===== src/rtl/core/lcmf_pkg.sv =====
package lcmf_pkg;

    // Command word: byte i at index i.
    typedef logic [3:0][7:0] t_cmd;

    // Position of a byte within the frame.
    typedef logic [3:0] t_fidx;

    localparam t_fidx IDX_SYNC0  = 4'd0;
    localparam t_fidx IDX_SYNC1  = 4'd1;
    localparam t_fidx IDX_LEN    = 4'd2;
    localparam t_fidx IDX_CRC_LO = 4'd3;
    localparam t_fidx IDX_CRC_HI = 4'd4;
    localparam t_fidx IDX_PAD0   = 4'd5;
    localparam t_fidx IDX_PAD1   = 4'd6;
    localparam t_fidx IDX_TAG    = 4'd7;
    localparam t_fidx IDX_CMD0   = 4'd8;
    localparam t_fidx IDX_CMD1   = 4'd9;
    localparam t_fidx IDX_CMD2   = 4'd10;
    localparam t_fidx IDX_CMD3   = 4'd11;

    localparam logic [7:0] SYNC0_BYTE = 8'h59;
    localparam logic [7:0] SYNC1_BYTE = 8'hA5;
    localparam logic [7:0] LEN_BYTE   = 8'h0A;
    localparam logic [7:0] PAD_BYTE   = 8'h00;
    localparam logic [7:0] TAG_BYTE   = 8'h01;

    localparam logic [15:0] CRC_INIT = 16'hFFFF;
    localparam logic [15:0] CRC_POLY = 16'hA001;

    // LED modes in byte 3 bits 7:5.
    localparam logic [2:0] MODE_SECOND_A = 3'd0;
    localparam logic [2:0] MODE_FIRST_A  = 3'd1;
    localparam logic [2:0] MODE_MERGED   = 3'd4;
    localparam logic [2:0] MODE_SECOND_B = 3'd5;
    localparam logic [2:0] MODE_FIRST_B  = 3'd6;

    // One byte of reflected CRC-16.
    function automatic logic [15:0] crc_step(input logic [15:0] crc, input logic [7:0] data);
        logic [15:0] c;
        c = crc ^ {8'h00, data};
        for (int k = 0; k < 8; k++) begin
            c = c[0] ? ((c >> 1) ^ CRC_POLY) : (c >> 1);
        end
        return c;
    endfunction

    // CRC after the fixed bytes 00 00 01 that precede the command.
    localparam logic [15:0] CRC_PRE =
        crc_step(crc_step(crc_step(CRC_INIT, PAD_BYTE), PAD_BYTE), TAG_BYTE);

endpackage


===== src/rtl/core/lcmf_cmd_if.sv =====
interface lcmf_cmd_if;
    logic       valid;
    logic       ready;
    logic [7:0] cmd_byte0;
    logic [7:0] cmd_byte1;
    logic [7:0] cmd_byte2;
    logic [7:0] cmd_byte3;

    modport source (output valid, output cmd_byte0, output cmd_byte1,
                    output cmd_byte2, output cmd_byte3, input ready);
    modport sink   (input valid, input cmd_byte0, input cmd_byte1,
                    input cmd_byte2, input cmd_byte3, output ready);
endinterface


===== src/rtl/core/lcmf_frame_if.sv =====
interface lcmf_frame_if;
    logic       valid;
    logic       ready;
    logic [7:0] frame_byte;
    logic       frame_last;

    modport source (output valid, output frame_byte, output frame_last, input ready);
    modport sink   (input valid, input frame_byte, input frame_last, output ready);
endinterface


===== src/rtl/core/lcmf_front.sv =====
module lcmf_front
    import lcmf_pkg::*;
(
    input  logic       i_clk,
    input  logic       i_rst_n,
    lcmf_cmd_if.sink   i_cmd,
    input  logic       i_full,
    output logic       o_push,
    output t_cmd       o_cmd
);

    logic [1:0] r_active;
    t_cmd       r_first;
    t_cmd       r_second;
    logic [1:0] n_active;
    t_cmd       n_first;
    t_cmd       n_second;

    t_cmd       cmd_in;
    t_cmd       cmd_mid;
    logic [2:0] mode;
    logic       is_first;
    logic       is_second;
    logic       is_off;

    assign i_cmd.ready = !i_full;
    assign o_push      = i_cmd.valid && !i_full;

    assign cmd_in    = {i_cmd.cmd_byte3, i_cmd.cmd_byte2, i_cmd.cmd_byte1, i_cmd.cmd_byte0};
    assign mode      = cmd_in[3][7:5];
    assign is_first  = (mode == MODE_FIRST_A) || (mode == MODE_FIRST_B);
    assign is_second = (mode == MODE_SECOND_A) || (mode == MODE_SECOND_B);
    assign is_off    = (cmd_in[3][4:2] == 3'b000);

    // Classify and merge in one pass; state and queue write move together.
    always_comb begin
        n_active = r_active;
        n_first  = r_first;
        n_second = r_second;
        cmd_mid  = cmd_in;
        o_cmd    = cmd_in;
        if (cmd_in[0] == 8'h00) begin
            if (is_off) begin
                n_active = r_active & ~{is_second, is_first};
                if (n_active != 2'b00) begin
                    cmd_mid = (n_active == 2'b01) ? r_first : r_second;
                end
            end else begin
                n_active = r_active | {is_second, is_first};
                if (is_first) begin
                    n_first = cmd_in;
                end
                if (is_second) begin
                    n_second = cmd_in;
                end
            end
            o_cmd = cmd_mid;
            if (n_active == 2'b11) begin
                o_cmd[1] = n_second[1];
                o_cmd[2] = {n_first[2][7:1], n_second[2][0]};
                o_cmd[3] = {MODE_MERGED, cmd_mid[3][4:2], n_first[3][1:0]};
            end
        end
    end

    always_ff @(posedge i_clk) begin
        if (!i_rst_n) begin
            r_active <= 2'b00;
            r_first  <= '0;
            r_second <= '0;
        end else if (o_push) begin
            r_active <= n_active;
            r_first  <= n_first;
            r_second <= n_second;
        end
    end

endmodule


===== src/rtl/core/lcmf_queue.sv =====
module lcmf_queue
    import lcmf_pkg::*;
#(
    parameter int DEPTH = 2
) (
    input  logic i_clk,
    input  logic i_rst_n,
    input  logic i_push,
    input  t_cmd i_data,
    input  logic i_pop,
    output t_cmd o_data,
    output logic o_empty,
    output logic o_full
);

    localparam int PW = $clog2(DEPTH);
    localparam int CW = $clog2(DEPTH + 1);

    t_cmd          r_mem [DEPTH];
    logic [PW-1:0] r_wptr;
    logic [PW-1:0] r_rptr;
    logic [CW-1:0] r_count;
    logic [PW-1:0] n_wptr;
    logic [PW-1:0] n_rptr;
    logic [CW-1:0] n_count;

    assign o_empty = (r_count == '0);
    assign o_full  = (r_count == CW'(DEPTH));
    assign o_data  = r_mem[r_rptr];

    always_comb begin
        n_wptr  = r_wptr;
        n_rptr  = r_rptr;
        n_count = r_count;
        if (i_push) begin
            n_wptr = (r_wptr == PW'(DEPTH - 1)) ? '0 : r_wptr + 1'b1;
        end
        if (i_pop) begin
            n_rptr = (r_rptr == PW'(DEPTH - 1)) ? '0 : r_rptr + 1'b1;
        end
        if (i_push && !i_pop) begin
            n_count = r_count + 1'b1;
        end else if (i_pop && !i_push) begin
            n_count = r_count - 1'b1;
        end
    end

    always_ff @(posedge i_clk) begin
        if (!i_rst_n) begin
            r_wptr  <= '0;
            r_rptr  <= '0;
            r_count <= '0;
        end else begin
            r_wptr  <= n_wptr;
            r_rptr  <= n_rptr;
            r_count <= n_count;
        end
    end

    always_ff @(posedge i_clk) begin
        if (i_push) begin
            r_mem[r_wptr] <= i_data;
        end
    end

endmodule


===== src/rtl/core/lcmf_back.sv =====
module lcmf_back
    import lcmf_pkg::*;
(
    input  logic        i_clk,
    input  logic        i_rst_n,
    input  logic        i_empty,
    input  t_cmd        i_head,
    output logic        o_pop,
    lcmf_frame_if.source o_frame
);

    logic        r_busy;
    t_fidx       r_idx;
    t_cmd        r_cmd;
    logic [15:0] r_crc;
    logic        n_busy;
    t_fidx       n_idx;
    t_cmd        n_cmd;
    logic [15:0] n_crc;

    logic        fire;
    logic        last;
    logic [1:0]  crc_sel;

    assign last    = (r_idx == IDX_CMD3);
    assign fire    = r_busy && o_frame.ready;
    assign o_pop   = !i_empty && (!r_busy || (fire && last));
    assign crc_sel = r_idx[1:0] + 2'd1;

    // Load a command on pop; fold command byte 0 into the CRC on load and bytes 1 and 2 as the sync bytes are sent.
    always_comb begin
        n_busy = r_busy;
        n_idx  = r_idx;
        n_cmd  = r_cmd;
        n_crc  = r_crc;
        if (o_pop) begin
            n_busy = 1'b1;
            n_idx  = IDX_SYNC0;
            n_cmd  = i_head;
            n_crc  = crc_step(CRC_PRE, i_head[0]);
        end else if (fire) begin
            if (last) begin
                n_busy = 1'b0;
            end else begin
                n_idx = r_idx + 1'b1;
            end
            if (r_idx < IDX_LEN) begin
                n_crc = crc_step(r_crc, r_cmd[crc_sel]);
            end
        end
    end

    always_ff @(posedge i_clk) begin
        if (!i_rst_n) begin
            r_busy <= 1'b0;
            r_idx  <= IDX_SYNC0;
        end else begin
            r_busy <= n_busy;
            r_idx  <= n_idx;
        end
    end

    always_ff @(posedge i_clk) begin
        r_cmd <= n_cmd;
        r_crc <= n_crc;
    end

    always_comb begin
        case (r_idx)
            IDX_SYNC0:  o_frame.frame_byte = SYNC0_BYTE;
            IDX_SYNC1:  o_frame.frame_byte = SYNC1_BYTE;
            IDX_LEN:    o_frame.frame_byte = LEN_BYTE;
            IDX_CRC_LO: o_frame.frame_byte = r_crc[7:0];
            IDX_CRC_HI: o_frame.frame_byte = r_crc[15:8];
            IDX_PAD0:   o_frame.frame_byte = PAD_BYTE;
            IDX_PAD1:   o_frame.frame_byte = PAD_BYTE;
            IDX_TAG:    o_frame.frame_byte = TAG_BYTE;
            IDX_CMD0:   o_frame.frame_byte = r_cmd[0];
            IDX_CMD1:   o_frame.frame_byte = r_cmd[1];
            IDX_CMD2:   o_frame.frame_byte = r_cmd[2];
            IDX_CMD3:   o_frame.frame_byte = r_cmd[3];
            default:    o_frame.frame_byte = PAD_BYTE;
        endcase
    end

    assign o_frame.valid      = r_busy;
    assign o_frame.frame_last = last;

endmodule


===== src/rtl/core/led_command_merge_framer_top.sv =====
// LED command framer: takes one four-byte LED command word and sends a 12-byte frame,
// one byte per output word: 59 A5 0A, CRC low, CRC high, 00 00 01, then the four
// command bytes, with frame_last on the final byte. The CRC is CRC-16/MODBUS over
// frame bytes 5 to 10 (the fixed 00 00 01 and command bytes 0 to 2). A command whose
// byte 0 is zero goes through LED merge handling: "on" commands in modes 1/6 and 0/5
// are saved and flagged, "off" commands clear their flag and fall back to the other
// saved command, and with both flags set the two saved commands are merged into one
// mode-4 command. The output carries one byte per cycle while ready is high, and frames
// follow each other with no gap when the next command is already queued. An accepted
// command is first written into the queue and then loaded into the framer before its
// first frame byte can be taken. Up to QUEUE_DEPTH merged commands wait between the
// merge stage and the framer, so input is taken while a frame is out.
module led_command_merge_framer_top
    import lcmf_pkg::*;
#(
    parameter int QUEUE_DEPTH = 2
) (
    input  logic         i_clk,
    input  logic         i_rst_n,
    lcmf_cmd_if.sink     i_cmd,
    lcmf_frame_if.source o_frame
);

    // Merged command words between the merge stage and the framer.
    logic push;
    logic pop;
    logic q_empty;
    logic q_full;
    t_cmd push_cmd;
    t_cmd head_cmd;

    // Merge stage: hold LED state, classify each command, write the queue.
    lcmf_front u_front (
        .i_clk   (i_clk),
        .i_rst_n (i_rst_n),
        .i_cmd   (i_cmd),
        .i_full  (q_full),
        .o_push  (push),
        .o_cmd   (push_cmd)
    );

    // Short queue: let either side stall on its own.
    lcmf_queue #(
        .DEPTH (QUEUE_DEPTH)
    ) u_queue (
        .i_clk   (i_clk),
        .i_rst_n (i_rst_n),
        .i_push  (push),
        .i_data  (push_cmd),
        .i_pop   (pop),
        .o_data  (head_cmd),
        .o_empty (q_empty),
        .o_full  (q_full)
    );

    // Framer: advance one byte per accepted output word, fold CRC on the way.
    lcmf_back u_back (
        .i_clk   (i_clk),
        .i_rst_n (i_rst_n),
        .i_empty (q_empty),
        .i_head  (head_cmd),
        .o_pop   (pop),
        .o_frame (o_frame)
    );

endmodule


===== src/flat_wrapper.sv =====
// flat-port wrapper written by rule: the top's interface ports become plain ports
module led_command_merge_framer_top_flat import lcmf_pkg::*;
#(
    parameter int QUEUE_DEPTH = 2
)
  (i_clk, i_rst_n, i_cmd_valid, i_cmd_cmd_byte0, i_cmd_cmd_byte1, i_cmd_cmd_byte2, i_cmd_cmd_byte3, i_cmd_ready, o_frame_valid, o_frame_frame_byte, o_frame_frame_last, o_frame_ready);
  lcmf_cmd_if i_cmd_i ();
  lcmf_frame_if o_frame_i ();
  input  logic i_clk;
  input  logic i_rst_n;
  input wire logic [$bits(i_cmd_i.valid)-1:0] i_cmd_valid;
  input wire logic [$bits(i_cmd_i.cmd_byte0)-1:0] i_cmd_cmd_byte0;
  input wire logic [$bits(i_cmd_i.cmd_byte1)-1:0] i_cmd_cmd_byte1;
  input wire logic [$bits(i_cmd_i.cmd_byte2)-1:0] i_cmd_cmd_byte2;
  input wire logic [$bits(i_cmd_i.cmd_byte3)-1:0] i_cmd_cmd_byte3;
  output wire logic [$bits(i_cmd_i.ready)-1:0] i_cmd_ready;
  output wire logic [$bits(o_frame_i.valid)-1:0] o_frame_valid;
  output wire logic [$bits(o_frame_i.frame_byte)-1:0] o_frame_frame_byte;
  output wire logic [$bits(o_frame_i.frame_last)-1:0] o_frame_frame_last;
  input wire logic [$bits(o_frame_i.ready)-1:0] o_frame_ready;
  assign i_cmd_i.valid = i_cmd_valid;
  assign i_cmd_i.cmd_byte0 = i_cmd_cmd_byte0;
  assign i_cmd_i.cmd_byte1 = i_cmd_cmd_byte1;
  assign i_cmd_i.cmd_byte2 = i_cmd_cmd_byte2;
  assign i_cmd_i.cmd_byte3 = i_cmd_cmd_byte3;
  assign i_cmd_ready = i_cmd_i.ready;
  assign o_frame_valid = o_frame_i.valid;
  assign o_frame_frame_byte = o_frame_i.frame_byte;
  assign o_frame_frame_last = o_frame_i.frame_last;
  assign o_frame_i.ready = o_frame_ready;
  led_command_merge_framer_top #(.QUEUE_DEPTH(QUEUE_DEPTH)) u_core (.i_clk(i_clk), .i_rst_n(i_rst_n), .i_cmd(i_cmd_i), .o_frame(o_frame_i));
endmodule

===== config.mk =====
export PLATFORM = sky130hd
export DESIGN_NAME = led_command_merge_framer_top_flat
export DESIGN_NICKNAME = d
export VERILOG_FILES = /design/src/rtl/core/lcmf_pkg.sv /design/src/rtl/core/lcmf_cmd_if.sv /design/src/rtl/core/lcmf_frame_if.sv /design/src/rtl/core/lcmf_front.sv /design/src/rtl/core/lcmf_queue.sv /design/src/rtl/core/lcmf_back.sv /design/src/rtl/core/led_command_merge_framer_top.sv /design/src/flat_wrapper.sv
export SDC_FILE = /design/constraint.sdc
export NUM_CORES = 1
export LEC_CHECK = 0
export BUFFER_PORTS_ARGS = -buffer_cell sky130_fd_sc_hd__buf_4
export CAP_MARGIN = 40
export CORE_MARGIN = 2
export CORE_UTILIZATION = 60
export DETAILED_ROUTE_END_ITERATION = 16
export PLACE_DENSITY_LB_ADDON = 0.08
export RECOVER_POWER = 100
export SLEW_MARGIN = 30
export SYNTH_ARGS = -nofsm -noshare
export SYNTH_HDL_FRONTEND = slang
export SYNTH_SLANG_ARGS = --single-unit

===== constraint.sdc =====
create_clock -name i_clk -period 3.9 [get_ports i_clk]
set_input_delay 0.195 -clock i_clk [delete_from_list [all_inputs] [get_ports i_clk]]
set_output_delay 0.195 -clock i_clk [all_outputs]
set_load 0.01 [all_outputs]

**Yosys cells after proc, flatten, opt, wreduce, memory -nomap -nowiden**

Memory sizes are Yosys's and may differ from the RTL's. A register that Yosys moved wholly into a read port is not among the register bits.
Cells that the tools add are included.

- Reductions and logical operators: 31
- Bitwise gates (word level): 24
- Add/subtract/negate cells: 6
- Mux-type cells: 44
- Equal/unequal tests: 15
- $lt $le $gt $ge: 2

Operators with widths:

| kind | count |
|---|---|
| 16-bit 2-to-1 mux | 19 |
| 32-bit 2-to-1 mux | 4 |
| 8-bit one-hot mux with 10 select lines | 1 |
| 26-bit 2-to-1 mux | 2 |
| 2-bit NOT with 3-bit output | 15 |
| 17-bit 2-to-1 mux | 2 |
| 24-bit 2-to-1 mux | 1 |
| 8-bit binary-select mux with 2-bit select | 1 |
| 4-bit equality test, second input constant | 4 |
| 16-bit by 8-bit bitwise XOR with 16-bit output | 1 |
| 2-bit nonzero test | 5 |
| 1-bit 2-to-1 mux | 9 |
| 4-bit by 2-bit equality test with 1-bit output, second input constant | 2 |
| 4-bit by 3-bit equality test with 1-bit output, second input constant | 2 |
| 8-bit zero test | 1 |
| 2-bit 2-to-1 mux | 4 |
| 8-bit 2-to-1 mux | 1 |
| 2-bit AND reduction | 4 |
| 4-bit AND reduction | 2 |
| 3-bit equality test, second input constant | 2 |
| 1-bit logical AND | 6 |
| 3-bit zero test | 2 |
| 1-bit zero test | 5 |
| 2-bit by 1-bit adder with 2-bit output, second input constant | 2 |
| 19 further kinds | 25 |

- Input port bits: 36
- Memories: 1
- Memory bits (writable): 64
- Register bits after elaboration: 123
- Output and inout bits: 11

Memory list:

| memory | depth | bits a word | rd ports | clocked after memory_dff | wr ports | RTL line | source |
|---|---|---|---|---|---|---|---|
| u_core.u_queue.r_mem | 2 | 32 | 1 | 1 | 1 | lcmf_queue.sv:19 | `t_cmd r_mem [DEPTH];` |

**Logic depth before layout (Yosys ltp)**

Gate-level depths: netlist (run 1).

- Depth in word-level cells: 23
- Mapped depth: 11
- Depth with buffers taken out: 9

**By module**

A second synthesis (run 1) with hierarchy kept.

- Cells, all modules: 780
- Area, all modules: 9145.0 µm²

Modules (own cells, without submodules):

| module | cells each | instances | area an instance (µm²) |
|---|---|---|---|
| lcmf_front | 449 | 1 | 3801.1 |
| lcmf_back | 209 | 1 | 2815.2 |
| lcmf_queue | 122 | 1 | 2528.7 |

**Worst setup path before layout (run 1)**

No wires, ideal clock.

- Path type: reg-to-reg
- Start point: register u_core.u_back.r_idx[1]
- End point: register u_core.u_back.r_crc[13], data pin
- Cell stages (with the launch flop): 10
- Setup time: 0.311 ns
- Data arrival time: 2.764 ns
- Path buffers: 2
- Slack: 0.825 ns
- Path through: dfxtp_1 > ha_1 > and3b_1 > clkbuf_1 > nand2_1 > nand2_1 > o21ai_1 > inv_2 > clkbuf_1 > mux2i_1

- Elaborated cells between the ends (all ways): 27
- Classes of those cells: add/sub: 1; eq/ne: 1; mux: 13; bitwise: 9; reduce/logical: 3

RTL lines:

| element | RTL line | source |
|---|---|---|
| start, declared | lcmf_back.sv:13 | `t_fidx r_idx;` |
| start signal, assigned | lcmf_back.sv:59 | `r_idx <= n_idx;` |
| 4-bit equality test | lcmf_back.sv:25 | `assign last = (r_idx == IDX_CMD3);` |
| net o_frame_frame_last | flat_wrapper.sv:19 | `output wire logic [$bits(o_frame_i.frame_last)-1:0] o_frame_frame_last;` |
| 1-bit logical AND | lcmf_back.sv:27 | `assign o_pop = !i_empty && (!r_busy \|\| (fire && last));` |
| 1-bit logical OR | lcmf_back.sv:27 |  |
| 1-bit logical AND | lcmf_back.sv:27 |  |
| net u_core.pop | led_command_merge_framer_top.sv:26 | `logic pop;` |
| 16-bit 2-to-1 mux | lcmf_back.sv:36 | `if (o_pop) begin` |
| net u_core.u_back.n_crc[13] | lcmf_back.sv:19 | `logic [15:0] n_crc;` |
| end signal, assigned | lcmf_back.sv:65 | `r_crc <= n_crc;` |
| end, declared | lcmf_back.sv:15 | `logic [15:0] r_crc;` |

The timed path passes the listed nets, and every way through them passes these cells. The select of a mux whose other input is x is not followed.
A chain may end at the register's enable or synchronous reset.

**Worst setup path after layout (run 1)**

- Start point: register u_core.u_back.r_idx[0]
- End point: register u_core.u_back.r_crc[5], enable pin

- Cells in the longest elaborated chain, start to end: 6
- Elaborated cells between the ends (all ways): 8
- Classes of those cells: order compare: 1; eq/ne: 1; reduce/logical: 6

Ends and longest elaborated chain:

| element | RTL line |
|---|---|
| 4-bit equality test | lcmf_back.sv:25 |
| 1-bit logical AND | lcmf_back.sv:27 |
| 1-bit logical OR | lcmf_back.sv:27 |
| 1-bit logical AND | lcmf_back.sv:27 |
| 2-bit nonzero test (no source line) | - |
| 2-bit AND reduction (no source line) (*) | - |

Mark *: on every way between the ends. The rest lies on a longest branch, timed or not.

==> results.json, run 1 <==
{
  "status": "finished, violations left",
  "failed_checks": "max-capacitance violations, max-slew violations",
  "num_antenna_cells": 0,
  "fp.coreArea_um2": 14500,
  "start_util": 0.613,
  "crit_chain": "buf_4, ha_1, and3b_1, nand2_1, nand2_1, o21ai_0, clkbuf_1, o41ai_2, clkbuf_2",
  "power_density_nw_per_um2": 695,
  "avgSynthCellArea_um2": 11.0,
  "grt.total_usage": 0.284,
  "synth_area_leaders": "edfxtp_1, dfxtp_1, nand2_1",
  "crit_arrival_ns": 3.34,
  "die-area_um2": 15800,
  "cts_resized": 0,
  "fin_crit_sh": 0.841,
  "drt_iter0_drc": 612,
  "cts.clk_slew.worst_paths_ns": 0.07,
  "fmax_ghz": 0.305,
  "p_int_mw": 4.74,
  "ir_drop_v": 0.000549,
  "start_kind": "register",
  "synthDominantCellAreaShare": 0.379,
  "cp_num_buf_inv": 3,
  "synth.yosys.warnings": 0,
  "max_stage_delay_ns": 0.46,
  "required_ns": 3.97,
  "numCtsBuffers": 17,
  "clock-sinks": 188,
  "worstMarginPinSlew_ns": 1.90,
  "viasPerCell": 6.27,
  "postRouteAntennaNets": 0,
  "ys_ff_latch": 188,
  "rsz0062_at_grt": "false",
  "switching_share": 0.314,
  "regArea_um2": 4880,
  "antenna_found_initial": 0,
  "cts_buffer_depth": 2,
  "min_period_ns": 3.28,
  "postCtsSetupBuffers": 0,
  "die_y_um": 126,
  "synth_area_leader_cell": "edfxtp_1",
  "nets": 885,
  "maxSlewHeadroom": -0.264,
  "synth_edf_count": 112,
  "pwr-share-comb": 0.317,
  "critical_path_class": "reg -> reg",
  "syn_inst": 809,
  "place_area_um2": 9440,
  "power_mw": 6.92,
  "clock_latency_ns": 0.43,
  "crit_fanout": 16,
  "syn_to_final_growth_pct": 12.2,
  "drive_gt1_frac": 0.121,
  "setup_tns_ns": 0,
  "ys_seq_area_frac": 0.550,
  "dp_hpwl_mm": 15.5,
  "hold_viol": 0,
  "postRouteWirelength_mm": 22.0,
  "async_flop_share": 0,
  "io_pins": 47,
  "critPathCaptureType": "register",
  "grt_pass1_vias": 6320,
  "grt_max_degree": 74,
  "holdBufCountCts": 0,
  "vias": 6525,
  "die_w_um": 126,
  "synth_nets": 850,
  "leakagePower_nw": 3.41,
  "final_util": 0.688,
  "synth_area_um2": 8870,
  "power_frac_clock": 0.250,
  "synthFlopType": "edfxtp_1",
  "fillers": 1112,
  "max-cap-violations": 3,
  "power_switching_mw": 2.17,
  "grt.overflow.total": 0,
  "num_rows": 44,
  "grt_pass1_wl_mm": 34.8,
  "cts_root_buf": "clkbuf_16",
  "drc": 0,
  "final_cell_area_um2": 9960,
  "hold_path.class": "in -> reg",
  "crit_family": "buffers and inverters",
  "gp_congestion": 0.940,
  "p_seq_frac": 0.433,
  "multi_input_comb_area_um2": 3710,
  "cts_max_level": 4,
  "cts_tree": "yes",
  "slew_viol_final": 99,
  "firstDrtPassIters": 6,
  "setup_viol": 0,
  "routedWlPerCell_um": 21.1,
  "crit_slowest_cell": "and3b_1",
  "port_buffers": 46,
  "yosysUniqueCellTypes": 59,
  "fin_skew_ns": 0.0125,
  "cp_common_cell": "nand2_1"
}
layout by cell type, fill, tap and decap left out, types with 6 or more instances in the layout:
master | synthesis | layout
a221oi_1 | 8 | 8
o21ai_0 | 5 | 17
a21oi_1 | 42 | 42
nor2_1 | 29 | 28
o221ai_1 | 6 | 6
xnor2_1 | 24 | 24
a22o_1 | 8 | 8
buf_4 | 0 | 47
nand3_1 | 15 | 15
dfxtp_1 | 76 | 76
a211oi_1 | 12 | 12
nand2_1 | 123 | 123
nor4_1 | 12 | 12
and3_1 | 20 | 20
clkbuf_16 | 0 | 17
a21boi_0 | 0 | 46
o21ai_1 | 18 | 6
a22oi_1 | 16 | 16
mux2_1 | 26 | 29
nor2b_1 | 7 | 7
edfxtp_1 | 112 | 112
nor3_1 | 15 | 13
inv_1 | 22 | 23
xor2_1 | 14 | 14
mux4_2 | 7 | 7
o21bai_1 | 11 | 11
clkbuf_1 | 46 | 19
mux2i_1 | 10 | 10
worst register-to-register path, cell delays in order, from the launching register on:
cell,delay (ns)
dfxtp_1,0.33
buf_4,0.23
ha_1,0.32
and3b_1,0.46
nand2_1,0.16
nand2_1,0.12
o21ai_0,0.39
clkbuf_1,0.36
o41ai_2,0.10
clkbuf_2,0.44
metal layers:
layer	routed length [um]	track usage
met2	11300	0.493
met4	411	0.0791
met5	0	0
met3	1380	0.0493
met1	8890	0.371
state kept, by name, summed over array words and instances (netlist names), named ones only:
name                         count
u_core.u_queue.r_mem            64
u_core.u_back.r_cmd             32
u_core.u_front.r_first          32
u_core.u_front.r_second         32
u_core.u_back.r_crc             16
u_core.u_back.r_idx              4
u_core.u_front.r_active          2
u_core.u_queue.r_count           2
u_core.u_back.o_frame.valid      1
u_core.u_queue.r_rptr            1
u_core.u_queue.r_wptr            1
cells by family (layout without fill, tap and decap cells):
kind of cell,Yosys count,in the layout,share of synthesized area
flip-flops,188,188,0.550
AND/OR/NAND/NOR,244,244,0.126
buffers and inverters,77,125,0.0338
AO/OA/AOI/OAI,201,201,0.160
multiplexers,51,51,0.0739
XOR/XNOR,43,43,0.0491
adder cells (fa/ha/maj),5,5,0.00705
final timing paths:
kind	startpoint	to	slack, ns	depth (start not counted)
max	u_core.u_back.r_idx[0]	u_core.u_back.r_crc[5]	0.62	9
min	i_cmd_cmd_byte1[4]	u_core.u_front.r_first[12]	0.03	3
max reg2reg	u_core.u_back.r_idx[0]	u_core.u_back.r_crc[5]	0.62	9
min reg2reg	u_core.u_front.r_first[12]	u_core.u_front.r_first[12]	0.46	2
cell usage after synthesis, drive strengths merged (15+ instances only):
master / number
mux2: 33
xnor2: 26
clkbuf: 47
o21ai: 23
nor3: 15
dfxtp: 76
nor2: 29
inv: 25
and3: 20
nand3: 15
a21boi: 49
a22oi: 16
nand2: 123
a21oi: 42
edfxtp: 112
metrics by stage:
step           hold slack (ns)  setup WS [ns]  std cells
4_1_cts                 0.0132          0.863       1040
3_3_place_gp             0.440          0.828       1006
5_1_grt                 0.0201          0.355       1041
2_1_floorplan            0.330          0.825        809
6_report                0.0302          0.622       1041
3_5_place_dp             0.447          0.777       1008
layout make-up:
| cell class | count | share of cell area |
|---|---|---|
| inverters | 25 | 0.00942 |
| repair buffers | 68 | 0.0454 |
| well taps | 184 | 0.0231 |
| clock buffers | 19 | 0.0435 |
| flip-flops and latches | 188 | 0.491 |
| clock inverters | 13 | 0.0158 |
| multi-input cells | 544 | 0.372 |
power by group through the flow:
stage                     Combinational (mW)  Sequential, mW  Clock [mW]
after detailed placement                2.26            3.03           0
after global routing                    2.38            3.02        1.84
after floorplan                         1.75            2.88           0
final                                   2.19            3.00        1.73
after CTS                               2.27            2.99        1.75
after global placement                  2.21            3.03           0
Power figures use the tool's default switching activity.
==> run 2, diff against run 1 <==
- clock period: 3.9 -> 3.3 ns (I/O delays scaled with it)
==> run 2 against run 1 <==
Against the previous run: the run still ends with max-capacitance violations, max-slew violations left; routed wire length shrank 3.1%; combinational power is 21% higher; via count is 0.14% higher; clock-buffer cell count up 4; sequential power grew 17%; register-to-register slack lost 0.37 ns; final cell count grew 1.8%; clock skew fell by 0.0041 ns; hold slack improved by 0.0067 ns; die area unchanged; sequential share of layout area down 0.88 points; power rose by 18%.
==> results.json, run 2 (synthesis gave the netlist of run 1 again) <==
{
  "port_buffers": 46,
  "fp.coreArea_um2": 14500,
  "postRouteWirelength_mm": 21.3,
  "numCtsBuffers": 17,
  "drc": 0,
  "regArea_um2": 4880,
  "holdPathStages": 3,
  "start_util": 0.613,
  "fin_crit_sh": 0.936,
  "drt_iter0_drc": 583,
  "cts_tree": "yes",
  "crit_arrival_ns": 3.23,
  "power_density_nw_per_um2": 807,
  "postRouteAntennaNets": 0,
  "final_common_cell": "nand2_1",
  "nets": 904,
  "multi_input_comb_area_um2": 3700,
  "die_w_um": 126,
  "pre_cts_ws_ns": 0.283,
  "gp_congestion": 0.913,
  "setup_slack_ns": 0.211,
  "grt.total_usage": 0.277,
  "reg2reg_depth": 8,
  "grt_max_degree": 74,
  "cts_resized": 0,
  "num_antenna_cells": 0,
  "maxSlewHeadroom": -0.197,
  "failed_checks": "max-capacitance violations, max-slew violations",
  "ir_drop_v": 0.000619,
  "fillers": 1087,
  "largest_reg_flops": 64,
  "critical_path_class": "in -> reg",
  "setup_tns_ns": 0,
  "cts_max_level": 4,
  "worstReg2RegStart": "u_core.u_back.r_idx[0]",
  "grt_pass1_vias": 6296,
  "leakagePower_nw": 3.48,
  "required_ns": 3.44,
  "setup_viol": 0,
  "fmax_ghz": 0.324,
  "slew_viol_final": 95,
  "drive_gt1_frac": 0.113,
  "max-cap-violations": 3,
  "cts_root_buf": "clkbuf_16",
  "hold_end": "u_core.u_front.r_second[26]",
  "status": "finished, violations left",
  "syn_to_final_growth_pct": 14.3,
  "antenna_found_initial": 0,
  "viasPerCell": 6.16,
  "postCtsSetupBuffers": 0,
  "grt_pass1_wl_mm": 34.1,
  "crit_chain": "dlygate4sd3_1, clkbuf_1, nor3_1, clkbuf_1, nand3_1, clkbuf_2, a21oi_1, nand2_1, a21oi_1, a211oi_1",
  "firstDrtPassIters": 6,
  "r2r-end": "u_core.u_back.r_crc[11]",
  "min_period_ns": 3.09,
  "final_cell_mix": "nand2_1, edfxtp_1, dfxtp_1",
  "dp_hpwl_mm": 15.0,
  "power_mw": 8.18,
  "crit_fanout": 13,
  "num_rows": 44,
  "die-area_um2": 15800,
  "r2r_slack_ns": 0.25,
  "top_register": "u_core.u_queue.r_mem",
  "fin_skew_ns": 0.00844,
  "routedWlPerCell_um": 20.1,
  "io_pins": 47,
  "critPathCaptureType": "register",
  "max_stage_delay_ns": 0.53,
  "clock_latency_ns": 0.42,
  "hold_path.class": "in -> reg",
  "die_y_um": 126,
  "crit_slowest_cell": "dlygate4sd3_1",
  "cts.clk_slew.worst_paths_ns": 0.07,
  "rsz0062_at_grt": "false",
  "cts_buffer_depth": 2,
  "clock-sinks": 188,
  "min_from": "i_cmd_cmd_byte3[2]",
  "worstMarginPinSlew_ns": 1.80,
  "start_kind": "primary input",
  "vias": 6534,
  "grt.overflow.total": 0,
  "hold_viol": 0
}
[run 2: timing repair]
| item | in CTS | in global routing |
|---|---|---|
| endpoints found under the hold margin | 32 | 0 |
| hold buffers | 19 | 0 |
| setup endpoints to repair | 0 | 0 |
[run 2: stage by stage]
stage / instance area, um2 / util / std cells / hold slack, ns
after floorplan: 8870 / - / 809 / 0.300
after global placement: 9440 / 0.652 / 1009 / 0.430
after detailed placement: 9440 / 0.652 / 1009 / 0.437
after CTS: 10200 / 0.707 / 1060 / 0.00116
after global routing: 10100 / 0.700 / 1060 / 0.0293
final: 10100 / 0.700 / 1060 / 0.0369
[run 2: critical path: cells and delay by family]
family                 cells  cell delay (ns)
buffers and inverters      4             1.55
AOI/OAI and AO/OA          3             0.67
and+or+nand+nor            3             0.83
[run 2: worst max path at each step]
| stage | from | end | slack [ns] |
|---|---|---|---|
| 2_1_floorplan | u_core.u_back.r_idx[1] | u_core.u_back.r_crc[13] | 0.22 |
| 5_1_grt | u_core.u_queue.r_count[0] | u_core.u_front.r_first[9] | 0.08 |
| 6_report | i_cmd_cmd_byte3[4] | u_core.u_queue.r_mem[0][24] | 0.21 |
| 4_1_cts | u_core.u_back.r_idx[1] | u_core.u_back.r_crc[0] | 0.29 |
| 3_5_place_dp | u_core.u_back.r_idx[1] | u_core.u_back.r_crc[0] | 0.28 |
| 3_3_place_gp | u_core.u_back.r_idx[1] | u_core.u_back.r_crc[0] | 0.35 |
[run 2: per-layer routing]
metal | vias to the layer above | share of wire | track usage
met1 | 3192 | 0.41 | 0.352
met5 | - | 0 | 0
met2 | 239 | 0.51 | 0.484
li1 | 3064 | - | -
met3 | 39 | 0.054 | 0.0425
met4 | 0 | 0.029 | 0.101
[run 2: power by group]
| group | internal (mW) | total, mW | switching (mW) |
|---|---|---|---|
| clock | 1.15 | 2.02 | 0.862 |
| sequential | 3.21 | 3.51 | 0.295 |
| combinational | 1.29 | 2.66 | 1.37 |
[run 2: final cells by class]
type                       instances  share of cell area
clock buffer                      23              0.0526
clock inverter                     9             0.00654
inverter                          25             0.00925
multi-input combinational        544               0.365
sequential                       188               0.482
tap                              184              0.0227
timing repair buffer              87              0.0624
